--- config.mk ---
export PLATFORM = sky130hd
export DESIGN_NAME = reorder_buffer_flat
export DESIGN_NICKNAME = d
export VERILOG_FILES = /design/src/rtl/core/rob_pkg.sv /design/src/rtl/core/rob_req_if.sv /design/src/rtl/core/rob_rsp_if.sv /design/src/rtl/core/rob_ctrl.sv /design/src/rtl/core/rob_dp.sv /design/src/rtl/core/reorder_buffer.sv /design/src/flat_wrapper.sv
export SDC_FILE = /design/constraint.sdc
export NUM_CORES = 2
export LEC_CHECK = 0
export BUFFER_PORTS_ARGS = -buffer_cell sky130_fd_sc_hd__buf_2
export CAP_MARGIN = 20
export CORE_UTILIZATION = 45
export DETAILED_ROUTE_END_ITERATION = 12
export GPL_TIMING_DRIVEN = 0
export PLACE_DENSITY = 0.71
export SYNTH_ARGS = -nofsm -noshare
export SYNTH_HDL_FRONTEND = slang
export SYNTH_HIERARCHICAL = 1
export SYNTH_SLANG_ARGS = --single-unit
--- constraint.sdc ---
create_clock -name clock -period 41 [get_ports clock]
set_input_delay 6.15 -clock clock [delete_from_list [all_inputs] [get_ports clock]]
set_output_delay 6.15 -clock clock [all_outputs]
set_load 0.01 [all_outputs]
--- src/rtl/core/rob_pkg.sv ---
// ============================================================================
// rob_pkg
// Shared types and codes for the reorder buffer: commands, error codes,
// channel payloads and the controller/datapath link.
// ============================================================================
package rob_pkg;

   typedef enum logic [2:0] {
      CMD_ALLOC    = 3'd0,
      CMD_WB       = 3'd1,
      CMD_SET_ACT  = 3'd2,
      CMD_SET_PRED = 3'd3,
      CMD_COMMIT   = 3'd4,
      CMD_FLUSH    = 3'd5,
      CMD_QUERY    = 3'd6
   } cmd_type;

   localparam logic [1:0] ERR_OK    = 2'd0;
   localparam logic [1:0] ERR_FULL  = 2'd1;
   localparam logic [1:0] ERR_EMPTY = 2'd2;

   typedef struct packed {
      logic [2:0]  cmd;
      logic [3:0]  tag;
      logic [7:0]  op_kind;
      logic [4:0]  dest_index;
      logic [31:0] instr_pc;
      logic [31:0] result_value;
      logic        branch_taken;
      logic [31:0] branch_target;
   } req_payload_type;

   typedef struct packed {
      logic [3:0]  slot_out;
      logic [4:0]  occupancy;
      logic        ready_out;
      logic [31:0] value_out;
      logic [7:0]  head_op;
      logic [4:0]  head_dest;
      logic [31:0] head_pc;
      logic        head_bp_taken;
      logic [31:0] head_bp_target;
      logic        head_act_taken;
      logic [31:0] head_act_target;
      logic [1:0]  error;
   } rsp_payload_type;

   // one buffer entry as held in the entry memory
   typedef struct packed {
      logic        act_taken;
      logic        bp_taken;
      logic        ready;
      logic        busy;
      logic [7:0]  op;
      logic [4:0]  dest;
      logic [31:0] value;
      logic [31:0] pc;
      logic [31:0] bp_target;
      logic [31:0] act_target;
   } entry_type;

   typedef struct packed {
      logic capture;   // latch request, read head and tag entries
      logic execute;   // apply the command, load the response register
   } ctrl_cmd_type;

   typedef struct packed {
      logic full;
      logic empty;
   } dp_status_type;

endpackage

--- src/rtl/core/rob_req_if.sv ---
// ============================================================================
// rob_req_if
// Request channel of the reorder buffer: valid/ready plus command payload.
// ============================================================================
interface rob_req_if;
   logic        valid;
   logic        ready;
   logic [2:0]  cmd;
   logic [3:0]  tag;
   logic [7:0]  op_kind;
   logic [4:0]  dest_index;
   logic [31:0] instr_pc;
   logic [31:0] result_value;
   logic        branch_taken;
   logic [31:0] branch_target;

   modport source (
      output valid, cmd, tag, op_kind, dest_index, instr_pc, result_value,
             branch_taken, branch_target,
      input  ready
   );

   modport sink (
      input  valid, cmd, tag, op_kind, dest_index, instr_pc, result_value,
             branch_taken, branch_target,
      output ready
   );
endinterface

--- src/rtl/core/rob_rsp_if.sv ---
// ============================================================================
// rob_rsp_if
// Response channel of the reorder buffer: valid/ready plus result payload.
// ============================================================================
interface rob_rsp_if;
   logic        valid;
   logic        ready;
   logic [3:0]  slot_out;
   logic [4:0]  occupancy;
   logic        ready_out;
   logic [31:0] value_out;
   logic [7:0]  head_op;
   logic [4:0]  head_dest;
   logic [31:0] head_pc;
   logic        head_bp_taken;
   logic [31:0] head_bp_target;
   logic        head_act_taken;
   logic [31:0] head_act_target;
   logic [1:0]  error;

   modport source (
      output valid, slot_out, occupancy, ready_out, value_out, head_op, head_dest,
             head_pc, head_bp_taken, head_bp_target, head_act_taken,
             head_act_target, error,
      input  ready
   );

   modport sink (
      input  valid, slot_out, occupancy, ready_out, value_out, head_op, head_dest,
             head_pc, head_bp_taken, head_bp_target, head_act_taken,
             head_act_target, error,
      output ready
   );
endinterface

--- src/rtl/core/rob_ctrl.sv ---
// ============================================================================
// rob_ctrl
// Request sequencer: accept, then execute once the response register is free.
// ============================================================================
module rob_ctrl
   import rob_pkg::*;
(
   input  logic         clock,
   input  logic         reset,
   input  logic         req_valid,
   output logic         req_ready,
   output logic         rsp_valid,
   input  logic         rsp_ready,
   output ctrl_cmd_type cmd
);

   typedef enum logic {
      ST_IDLE,
      ST_EXEC
   } ctrl_state_type;

   ctrl_state_type state_ff;
   logic           out_valid_ff;
   logic           accept;
   logic           go;

   assign req_ready   = (state_ff == ST_IDLE);
   assign accept      = req_ready && req_valid;
   // execute when the response slot is empty or drains this cycle
   assign go          = (state_ff == ST_EXEC) && (!out_valid_ff || rsp_ready);
   assign cmd.capture = accept;
   assign cmd.execute = go;
   assign rsp_valid   = out_valid_ff;

   always_ff @(posedge clock) begin
      if (reset) begin
         state_ff     <= ST_IDLE;
         out_valid_ff <= 1'b0;
      end else begin
         unique case (state_ff)
            ST_IDLE: begin
               if (accept) begin
                  state_ff <= ST_EXEC;
               end
            end
            ST_EXEC: begin
               if (go) begin
                  state_ff <= ST_IDLE;
               end
            end
            default: state_ff <= ST_IDLE;
         endcase
         if (go) begin
            out_valid_ff <= 1'b1;
         end else if (rsp_ready) begin
            out_valid_ff <= 1'b0;
         end
      end
   end

endmodule

--- src/rtl/core/rob_dp.sv ---
// ============================================================================
// rob_dp
// Reorder buffer datapath: entry memory with per-entry valid bits,
// head/tail pointers, fill count and the response register.
// ============================================================================
module rob_dp
   import rob_pkg::*;
#(
   parameter int DEPTH = 16
) (
   input  logic            clock,
   input  logic            reset,
   input  ctrl_cmd_type    cmd,
   input  req_payload_type req_in,
   output rsp_payload_type rsp_out,
   output dp_status_type   status
);

   localparam int PTR_W = (DEPTH > 1) ? $clog2(DEPTH) : 1;
   localparam int CNT_W = $clog2(DEPTH + 1);

   entry_type            mem [DEPTH];
   logic [DEPTH-1:0]     valid_ff;
   logic [PTR_W-1:0]     head_ff;
   logic [PTR_W-1:0]     tail_ff;
   logic [CNT_W-1:0]     count_ff;
   req_payload_type      req_ff;
   entry_type            rd_head_ff;
   entry_type            rd_tag_ff;
   logic                 rd_head_vld_ff;
   logic                 rd_tag_vld_ff;
   rsp_payload_type      rsp_ff;

   logic [PTR_W-1:0]     rd_tag_idx;
   logic [PTR_W-1:0]     tag_idx;
   logic                 tag_ok;
   entry_type            eh;
   entry_type            et;
   rsp_payload_type      rsp_in;
   logic                 wr_en;
   logic [PTR_W-1:0]     wr_idx;
   entry_type            wr_data;
   logic                 clr_head;
   logic                 flush_all;
   logic [PTR_W-1:0]     head_in;
   logic [PTR_W-1:0]     tail_in;
   logic [CNT_W-1:0]     count_in;

   function automatic logic [PTR_W-1:0] next_ptr(input logic [PTR_W-1:0] p);
      if (p == PTR_W'(DEPTH - 1)) begin
         return '0;
      end
      return p + 1'b1;
   endfunction

   assign rd_tag_idx = PTR_W'(req_in.tag);
   assign tag_idx    = PTR_W'(req_ff.tag);
   assign tag_ok     = (32'(req_ff.tag) < DEPTH);

   // never-written or cleared entries read as zero
   assign eh = rd_head_vld_ff ? rd_head_ff : '0;
   assign et = rd_tag_vld_ff  ? rd_tag_ff  : '0;

   always_comb begin
      rsp_in                  = '0;
      rsp_in.slot_out         = 4'(head_ff);
      rsp_in.ready_out        = eh.ready;
      rsp_in.value_out        = eh.value;
      rsp_in.head_op          = eh.op;
      rsp_in.head_dest        = eh.dest;
      rsp_in.head_pc          = eh.pc;
      rsp_in.head_bp_taken    = eh.bp_taken;
      rsp_in.head_bp_target   = eh.bp_target;
      rsp_in.head_act_taken   = eh.act_taken;
      rsp_in.head_act_target  = eh.act_target;
      rsp_in.error            = ERR_OK;
      wr_en     = 1'b0;
      wr_idx    = tag_idx;
      wr_data   = et;
      clr_head  = 1'b0;
      flush_all = 1'b0;
      head_in   = head_ff;
      tail_in   = tail_ff;
      count_in  = count_ff;

      unique case (cmd_type'(req_ff.cmd))
         CMD_ALLOC: begin
            rsp_in.slot_out = 4'(tail_ff);
            if (count_ff == CNT_W'(DEPTH)) begin
               rsp_in.error = ERR_FULL;
            end else begin
               wr_en        = 1'b1;
               wr_idx       = tail_ff;
               wr_data      = '0;
               wr_data.busy = 1'b1;
               wr_data.op   = req_ff.op_kind;
               wr_data.dest = req_ff.dest_index;
               wr_data.pc   = req_ff.instr_pc;
               tail_in      = next_ptr(tail_ff);
               count_in     = count_ff + 1'b1;
            end
         end
         CMD_WB: begin
            wr_en         = tag_ok;
            wr_data.value = req_ff.result_value;
            wr_data.ready = 1'b1;
         end
         CMD_SET_ACT: begin
            wr_en              = tag_ok;
            wr_data.act_taken  = req_ff.branch_taken;
            wr_data.act_target = req_ff.branch_target;
         end
         CMD_SET_PRED: begin
            wr_en             = tag_ok;
            wr_data.bp_taken  = req_ff.branch_taken;
            wr_data.bp_target = req_ff.branch_target;
         end
         CMD_COMMIT: begin
            if (count_ff == '0) begin
               rsp_in.error = ERR_EMPTY;
            end else begin
               clr_head = 1'b1;
               head_in  = next_ptr(head_ff);
               count_in = count_ff - 1'b1;
            end
         end
         CMD_FLUSH: begin
            flush_all = 1'b1;
            head_in   = tail_ff;
            count_in  = '0;
         end
         CMD_QUERY: begin
            rsp_in.ready_out = tag_ok ? et.ready : 1'b0;
            rsp_in.value_out = tag_ok ? et.value : '0;
         end
         default: ;
      endcase
      rsp_in.occupancy = 5'(count_in);
   end

   // entry memory: one write port, two registered read ports
   always_ff @(posedge clock) begin
      if (cmd.capture) begin
         rd_head_ff <= mem[head_ff];
         rd_tag_ff  <= mem[rd_tag_idx];
      end
      if (cmd.execute && wr_en) begin
         mem[wr_idx] <= wr_data;
      end
   end

   always_ff @(posedge clock) begin
      if (cmd.capture) begin
         req_ff <= req_in;
      end
      if (cmd.execute) begin
         rsp_ff <= rsp_in;
      end
   end

   always_ff @(posedge clock) begin
      if (reset) begin
         valid_ff       <= '0;
         head_ff        <= '0;
         tail_ff        <= '0;
         count_ff       <= '0;
         rd_head_vld_ff <= 1'b0;
         rd_tag_vld_ff  <= 1'b0;
      end else begin
         if (cmd.capture) begin
            rd_head_vld_ff <= valid_ff[head_ff];
            rd_tag_vld_ff  <= valid_ff[rd_tag_idx];
         end
         if (cmd.execute) begin
            head_ff  <= head_in;
            tail_ff  <= tail_in;
            count_ff <= count_in;
            // at most one of these per command; query and unused codes touch none
            if (flush_all) begin
               valid_ff <= '0;
            end else if (wr_en) begin
               valid_ff[wr_idx] <= 1'b1;
            end else if (clr_head) begin
               valid_ff[head_ff] <= 1'b0;
            end
         end
      end
   end

   assign rsp_out      = rsp_ff;
   assign status.full  = (count_ff == CNT_W'(DEPTH));
   assign status.empty = (count_ff == '0);

endmodule

--- src/rtl/core/reorder_buffer.sv ---
// ============================================================================
// reorder_buffer
// Circular reorder buffer, one command per request, one response each.
// ============================================================================
// Usage:
//   req_chan carries one command (allocate, writeback, set actual branch,
//   set prediction, commit, flush, query) with its operands. rsp_chan
//   returns one response per request: slot, occupancy after the command,
//   ready/value of the queried tag or the head, the head entry fields as
//   they stood before the command, and an error code (allocate while full
//   and commit while empty are dropped and flagged).
//   Capture registers a request and reads the entry memory; execute then
//   applies the command, writes back and loads the response register once
//   that is free. The next request is taken only after the current one
//   has executed.
//   The response register parts the channels: the next request is taken
//   while a response still waits. If the receiver stalls, one more request
//   is accepted and held until the response register drains; then
//   req_chan.ready stays low.
//   Reset (synchronous, active high) empties the buffer: pointers and
//   count go to zero, all entry valid bits clear at once, and no response
//   is pending. There is no clearing pass.
// ============================================================================
module reorder_buffer
   import rob_pkg::*;
#(
   parameter int DEPTH = 16
) (
   input  logic      clock,
   input  logic      reset,
   rob_req_if.sink   req_chan,
   rob_rsp_if.source rsp_chan
);

   ctrl_cmd_type    cmd;
   dp_status_type   status;
   req_payload_type req_payload;
   rsp_payload_type rsp_payload;

   // pack request fields for the datapath
   assign req_payload.cmd           = req_chan.cmd;
   assign req_payload.tag           = req_chan.tag;
   assign req_payload.op_kind       = req_chan.op_kind;
   assign req_payload.dest_index    = req_chan.dest_index;
   assign req_payload.instr_pc      = req_chan.instr_pc;
   assign req_payload.result_value  = req_chan.result_value;
   assign req_payload.branch_taken  = req_chan.branch_taken;
   assign req_payload.branch_target = req_chan.branch_target;

   rob_ctrl u_ctrl (
      .clock     (clock),
      .reset     (reset),
      .req_valid (req_chan.valid),
      .req_ready (req_chan.ready),
      .rsp_valid (rsp_chan.valid),
      .rsp_ready (rsp_chan.ready),
      .cmd       (cmd)
   );

   rob_dp #(
      .DEPTH (DEPTH)
   ) u_dp (
      .clock   (clock),
      .reset   (reset),
      .cmd     (cmd),
      .req_in  (req_payload),
      .rsp_out (rsp_payload),
      .status  (status)
   );

   // unpack the response register
   assign rsp_chan.slot_out         = rsp_payload.slot_out;
   assign rsp_chan.occupancy        = rsp_payload.occupancy;
   assign rsp_chan.ready_out        = rsp_payload.ready_out;
   assign rsp_chan.value_out        = rsp_payload.value_out;
   assign rsp_chan.head_op          = rsp_payload.head_op;
   assign rsp_chan.head_dest        = rsp_payload.head_dest;
   assign rsp_chan.head_pc          = rsp_payload.head_pc;
   assign rsp_chan.head_bp_taken    = rsp_payload.head_bp_taken;
   assign rsp_chan.head_bp_target   = rsp_payload.head_bp_target;
   assign rsp_chan.head_act_taken   = rsp_payload.head_act_taken;
   assign rsp_chan.head_act_target  = rsp_payload.head_act_target;
   assign rsp_chan.error            = rsp_payload.error;

   // a request in flight blocks the next one: ready is low in the cycle after an accept
   a_one_in_flight: assert property (@(posedge clock) disable iff (reset)
      (req_chan.valid && req_chan.ready) |=> !req_chan.ready)
      else $error("second request accepted while one is executing");

   // full and empty never together
   a_full_empty: assert property (@(posedge clock) disable iff (reset)
      !(status.full && status.empty))
      else $error("buffer flagged full and empty");

   // a dropped allocate leaves the buffer full
   a_full_err: assert property (@(posedge clock) disable iff (reset)
      (rsp_chan.valid && rsp_chan.error == ERR_FULL) |->
         (rsp_chan.occupancy == 5'(DEPTH)))
      else $error("allocate flagged full but buffer not full");

   // a dropped commit leaves the buffer empty
   a_empty_err: assert property (@(posedge clock) disable iff (reset)
      (rsp_chan.valid && rsp_chan.error == ERR_EMPTY) |->
         (rsp_chan.occupancy == 5'd0))
      else $error("commit flagged empty but buffer not empty");

endmodule
--- src/flat_wrapper.sv ---
// flat-port wrapper written by rule: the top's interface ports become plain ports
module reorder_buffer_flat import rob_pkg::*;
#(
   parameter int DEPTH = 16
)
  (clock, reset, req_chan_valid, req_chan_cmd, req_chan_tag, req_chan_op_kind, req_chan_dest_index, req_chan_instr_pc, req_chan_result_value, req_chan_branch_taken, req_chan_branch_target, req_chan_ready, rsp_chan_valid, rsp_chan_slot_out, rsp_chan_occupancy, rsp_chan_ready_out, rsp_chan_value_out, rsp_chan_head_op, rsp_chan_head_dest, rsp_chan_head_pc, rsp_chan_head_bp_taken, rsp_chan_head_bp_target, rsp_chan_head_act_taken, rsp_chan_head_act_target, rsp_chan_error, rsp_chan_ready);
  rob_req_if req_chan_i ();
  rob_rsp_if rsp_chan_i ();
  input  logic clock;
  input  logic reset;
  input wire logic [$bits(req_chan_i.valid)-1:0] req_chan_valid;
  input wire logic [$bits(req_chan_i.cmd)-1:0] req_chan_cmd;
  input wire logic [$bits(req_chan_i.tag)-1:0] req_chan_tag;
  input wire logic [$bits(req_chan_i.op_kind)-1:0] req_chan_op_kind;
  input wire logic [$bits(req_chan_i.dest_index)-1:0] req_chan_dest_index;
  input wire logic [$bits(req_chan_i.instr_pc)-1:0] req_chan_instr_pc;
  input wire logic [$bits(req_chan_i.result_value)-1:0] req_chan_result_value;
  input wire logic [$bits(req_chan_i.branch_taken)-1:0] req_chan_branch_taken;
  input wire logic [$bits(req_chan_i.branch_target)-1:0] req_chan_branch_target;
  output wire logic [$bits(req_chan_i.ready)-1:0] req_chan_ready;
  output wire logic [$bits(rsp_chan_i.valid)-1:0] rsp_chan_valid;
  output wire logic [$bits(rsp_chan_i.slot_out)-1:0] rsp_chan_slot_out;
  output wire logic [$bits(rsp_chan_i.occupancy)-1:0] rsp_chan_occupancy;
  output wire logic [$bits(rsp_chan_i.ready_out)-1:0] rsp_chan_ready_out;
  output wire logic [$bits(rsp_chan_i.value_out)-1:0] rsp_chan_value_out;
  output wire logic [$bits(rsp_chan_i.head_op)-1:0] rsp_chan_head_op;
  output wire logic [$bits(rsp_chan_i.head_dest)-1:0] rsp_chan_head_dest;
  output wire logic [$bits(rsp_chan_i.head_pc)-1:0] rsp_chan_head_pc;
  output wire logic [$bits(rsp_chan_i.head_bp_taken)-1:0] rsp_chan_head_bp_taken;
  output wire logic [$bits(rsp_chan_i.head_bp_target)-1:0] rsp_chan_head_bp_target;
  output wire logic [$bits(rsp_chan_i.head_act_taken)-1:0] rsp_chan_head_act_taken;
  output wire logic [$bits(rsp_chan_i.head_act_target)-1:0] rsp_chan_head_act_target;
  output wire logic [$bits(rsp_chan_i.error)-1:0] rsp_chan_error;
  input wire logic [$bits(rsp_chan_i.ready)-1:0] rsp_chan_ready;
  assign req_chan_i.valid = req_chan_valid;
  assign req_chan_i.cmd = req_chan_cmd;
  assign req_chan_i.tag = req_chan_tag;
  assign req_chan_i.op_kind = req_chan_op_kind;
  assign req_chan_i.dest_index = req_chan_dest_index;
  assign req_chan_i.instr_pc = req_chan_instr_pc;
  assign req_chan_i.result_value = req_chan_result_value;
  assign req_chan_i.branch_taken = req_chan_branch_taken;
  assign req_chan_i.branch_target = req_chan_branch_target;
  assign req_chan_ready = req_chan_i.ready;
  assign rsp_chan_valid = rsp_chan_i.valid;
  assign rsp_chan_slot_out = rsp_chan_i.slot_out;
  assign rsp_chan_occupancy = rsp_chan_i.occupancy;
  assign rsp_chan_ready_out = rsp_chan_i.ready_out;
  assign rsp_chan_value_out = rsp_chan_i.value_out;
  assign rsp_chan_head_op = rsp_chan_i.head_op;
  assign rsp_chan_head_dest = rsp_chan_i.head_dest;
  assign rsp_chan_head_pc = rsp_chan_i.head_pc;
  assign rsp_chan_head_bp_taken = rsp_chan_i.head_bp_taken;
  assign rsp_chan_head_bp_target = rsp_chan_i.head_bp_target;
  assign rsp_chan_head_act_taken = rsp_chan_i.head_act_taken;
  assign rsp_chan_head_act_target = rsp_chan_i.head_act_target;
  assign rsp_chan_error = rsp_chan_i.error;
  assign rsp_chan_i.ready = rsp_chan_ready;
  reorder_buffer #(.DEPTH(DEPTH)) u_core (.clock(clock), .reset(reset), .req_chan(req_chan_i), .rsp_chan(rsp_chan_i));
endmodule
==> qor.csv <==
metric,value,unit
R2R setup slack,35.98,ns
RSZ-0062 raised after global routing,false,
worst skew pair latency,0.89,ns
Initial Util,45.38,%
antenna-violating nets left,0,
register area share after synthesis,68.83,%
startpoint types,input pin,
VDD IR max,0.03517,mV
CTS Buf Count,305,
CP Class,in2reg,
hold path cells,2,
setup violators final,0,
share of cells above drive strength 1,39.39,%
Worst setup endpoint,u_core/u_dp/mem[2][55],
Mapped Area,0.1259,sq mm
Die Y,531.0,um
area grow syn2layout,16.28,%
global route overflow,0,
maximum clock path buffer count,4,
Pre-antenna DRT Iters,7,
WL final,394500,um
crit path from,rsp_chan_ready,
Pleak,44.47,nW
Layout Skew,0.05185,ns
Final Wtd Congestion,0.8763,
drc violations,0,
Synth warnings,6,
Starting DRT DRC Count,12620,
DIE AREA,0.2819,sq mm
Post-CTS Setup Bufs,0,
initial antenna violation count,21,
relative slew slack,15.08,%
"Primary FF master, synth",edfxtp_1,
Port Buffers,277,
asr flop ratio synth,0,%
I/O pin total,278,
hold buffers post-CTS,0,
status,"finished, final reports clean",
Finished Cell Area,0.1464,sq mm
Max Cap Viol,0,
synthesized instance count,5632,
WL per Instance,37.48,um
via count,71580,
"most common cell after layout, fill and taps aside",edfxtp_1,
Hold Path Class,reg2reg,
Max Fclk,102.0,MHz
# nets final,6692,
first-pass GRT wire length,546700,um
period utilization,23.91,%
setup_tns,0,ns
Crit. End Element,register,
Synth Register Bits,2897,
vias in the first global route,71140,
Die X,531.0,um
Final Util,52.77,%
Worst-path clk slew,0.06,ns
max-slew violation count,0,
Fin. Hold Viols,0,
post-synth net total,5760,
syn_area_per_cell,22.36,sq um
CP arrival,10.37,ns
Tmin final,9.803,ns
Core ar.,0.2775,sq mm
drt via density,6.802,
worst r2r dst,u_core/u_dp/mem[2][55],
worst slew pin tran,1.274,ns
CTS root buf,clkbuf_16,
Worst Path Required,41.56,ns
"EDFF count, synth",2864,
CTS Sinks,2897,
GRT Util Overall,27.98,%
DPL Wire Length,266800,um
Register-to-Register Path Depth,16,
CTS H-Tree Depth,5,
Rows,193,
CTS tree,built,
Placement Cell Area,0.1366,sq mm
Reg2Reg Launch Point,u_core/u_dp/count_ff[0],
CTS-repair resized insts,0,
CP max FO,82,
"commonest cells after routing, fill and taps aside","edfxtp_1 (2864), mux4_2 (1407), buf_2 (438), clkbuf_16 (314), clkbuf_1 (266)",
filler cell count,20910,
largest net degree at the start of global routing,97,
Hold Crit Start,u_core/u_dp/valid_ff[6],
Power Density,43.57,mW/mm^2
number of distinct library cells after synthesis,70,
==> routing by layer <==
metal | track usage (%) | vias up | wire (um)
met4 | 12.65 | 13 | 19890
met3 | 7.853 | 1042 | 57740
met1 | 37.77 | 37670 | 135600
met5 | 0 | - | 135
met2 | 42.48 | 6179 | 181100
li1 | - | 26670 | -
==> power by group <==
group	switching, W	total, W	internal, W
sequential	0.0000285	0.00332	0.00329
clock	0.00116	0.00272	0.00156
combinational	0.000207	0.000342	0.000136
==> per-stage QoR <==
| stage | worst slack (ns) | total power (W) | cells | hold WS [ns] |
|---|---|---|---|---|
| 3_5_place_dp | 30.42 | 0.003715 | 9953 | 0.5010 |
| 5_1_grt | 31.07 | 0.006521 | 10510 | 0.5309 |
| 2_1_floorplan | 22.33 | 0.003568 | 5632 | 0.4706 |
| 6_report | 31.20 | 0.006379 | 10520 | 0.5180 |
| 4_1_cts | 31.30 | 0.006396 | 10490 | 0.5087 |
| 3_3_place_gp | 5.871 | 0.003710 | 9614 | 0.4899 |
==> state kept, by name, indices dropped and copies added, names as in the netlist <==
signal,count
u_core/u_dp/rsp_out,155
u_core/u_dp/rd_head_ff,144
u_core/u_ctrl/state_ff,1
u_core/u_dp/rd_head_vld_ff,1
u_core/u_dp/tail_ff,4
u_core/u_dp/head_ff,4
u_core/u_dp/req_ff,113
u_core/u_dp/count_ff,5
u_core/u_dp/tag_idx,4
u_core/u_dp/rd_tag_ff,144
u_core/u_ctrl/rsp_valid,1
u_core/u_dp/valid_ff,16
u_core/u_dp/mem,2304
u_core/u_dp/rd_tag_vld_ff,1
==> worst max-delay path, stage by stage <==
cell	delay (ns)
buf_2	0.07
nand2b_1	0.14
and2_2	0.18
buf_8	0.50
clkbuf_1	0.40
o211ai_1	0.21
buf_2	0.26
nor3_2	0.79
buf_6	0.29
buf_6	0.17
buf_6	0.18
buf_8	0.18
buf_6	0.19
buf_6	0.19
buf_6	0.19
buf_6	0.17
==> final cells by class <==
type	instances	area, sq um	area share, %
clock inverters	161	1453	0.9921
inverters	28	107.6	0.07349
plain buffers	432	1967	1.343
multi-input cells	2275	37310	25.48
well taps	3705	4636	3.166
diodes	21	52.55	0.03589
repair buffers	625	6051	4.133
clock buffers	379	8182	5.588
flip-flops and latches	2897	86660	59.19
==> worst min-delay path by stage <==
stage | end | slack, ns
after floorplan | u_core/u_dp/valid_ff[14] | 0.47
after global placement | u_core/u_dp/valid_ff[2] | 0.49
after detailed placement | u_core/u_dp/valid_ff[6] | 0.50
after CTS | u_core/u_dp/valid_ff[6] | 0.51
after global routing | u_core/u_dp/valid_ff[6] | 0.53
final | u_core/u_dp/valid_ff[6] | 0.52
==> cells by family (layout without fill, tap and decap cells) <==
family	Yosys count	in the layout	share of synthesized area, %
mux	1453	1453	25.53
simple gates	448	448	1.881
fa+ha+maj	7	7	0.06955
flops	2897	2897	68.83
compound gates	364	364	2.046
other cells	0	21	0
xor+xnor	3	3	0.02087
buf+inv	460	1625	1.624
==> cell usage after synthesis (all sizes together), types with 38 or more instances <==
| library cell | count | area (sq um) |
|---|---|---|
| and2 | 115 | 720.7 |
| a21oi | 66 | 330.3 |
| nor2b | 43 | 269.0 |
| mux2i | 45 | 450.4 |
| nand2 | 145 | 544.3 |
| mux4 | 1407 | 31690 |
| clkbuf | 221 | 829.6 |
| o21ai | 86 | 430.4 |
| edfxtp | 2864 | 86000 |
| a22o | 67 | 586.8 |
| nand3 | 38 | 190.2 |
| a211oi | 45 | 337.8 |
| buf | 211 | 1107 |
Note: power is estimated with default switching activity, not from simulation.
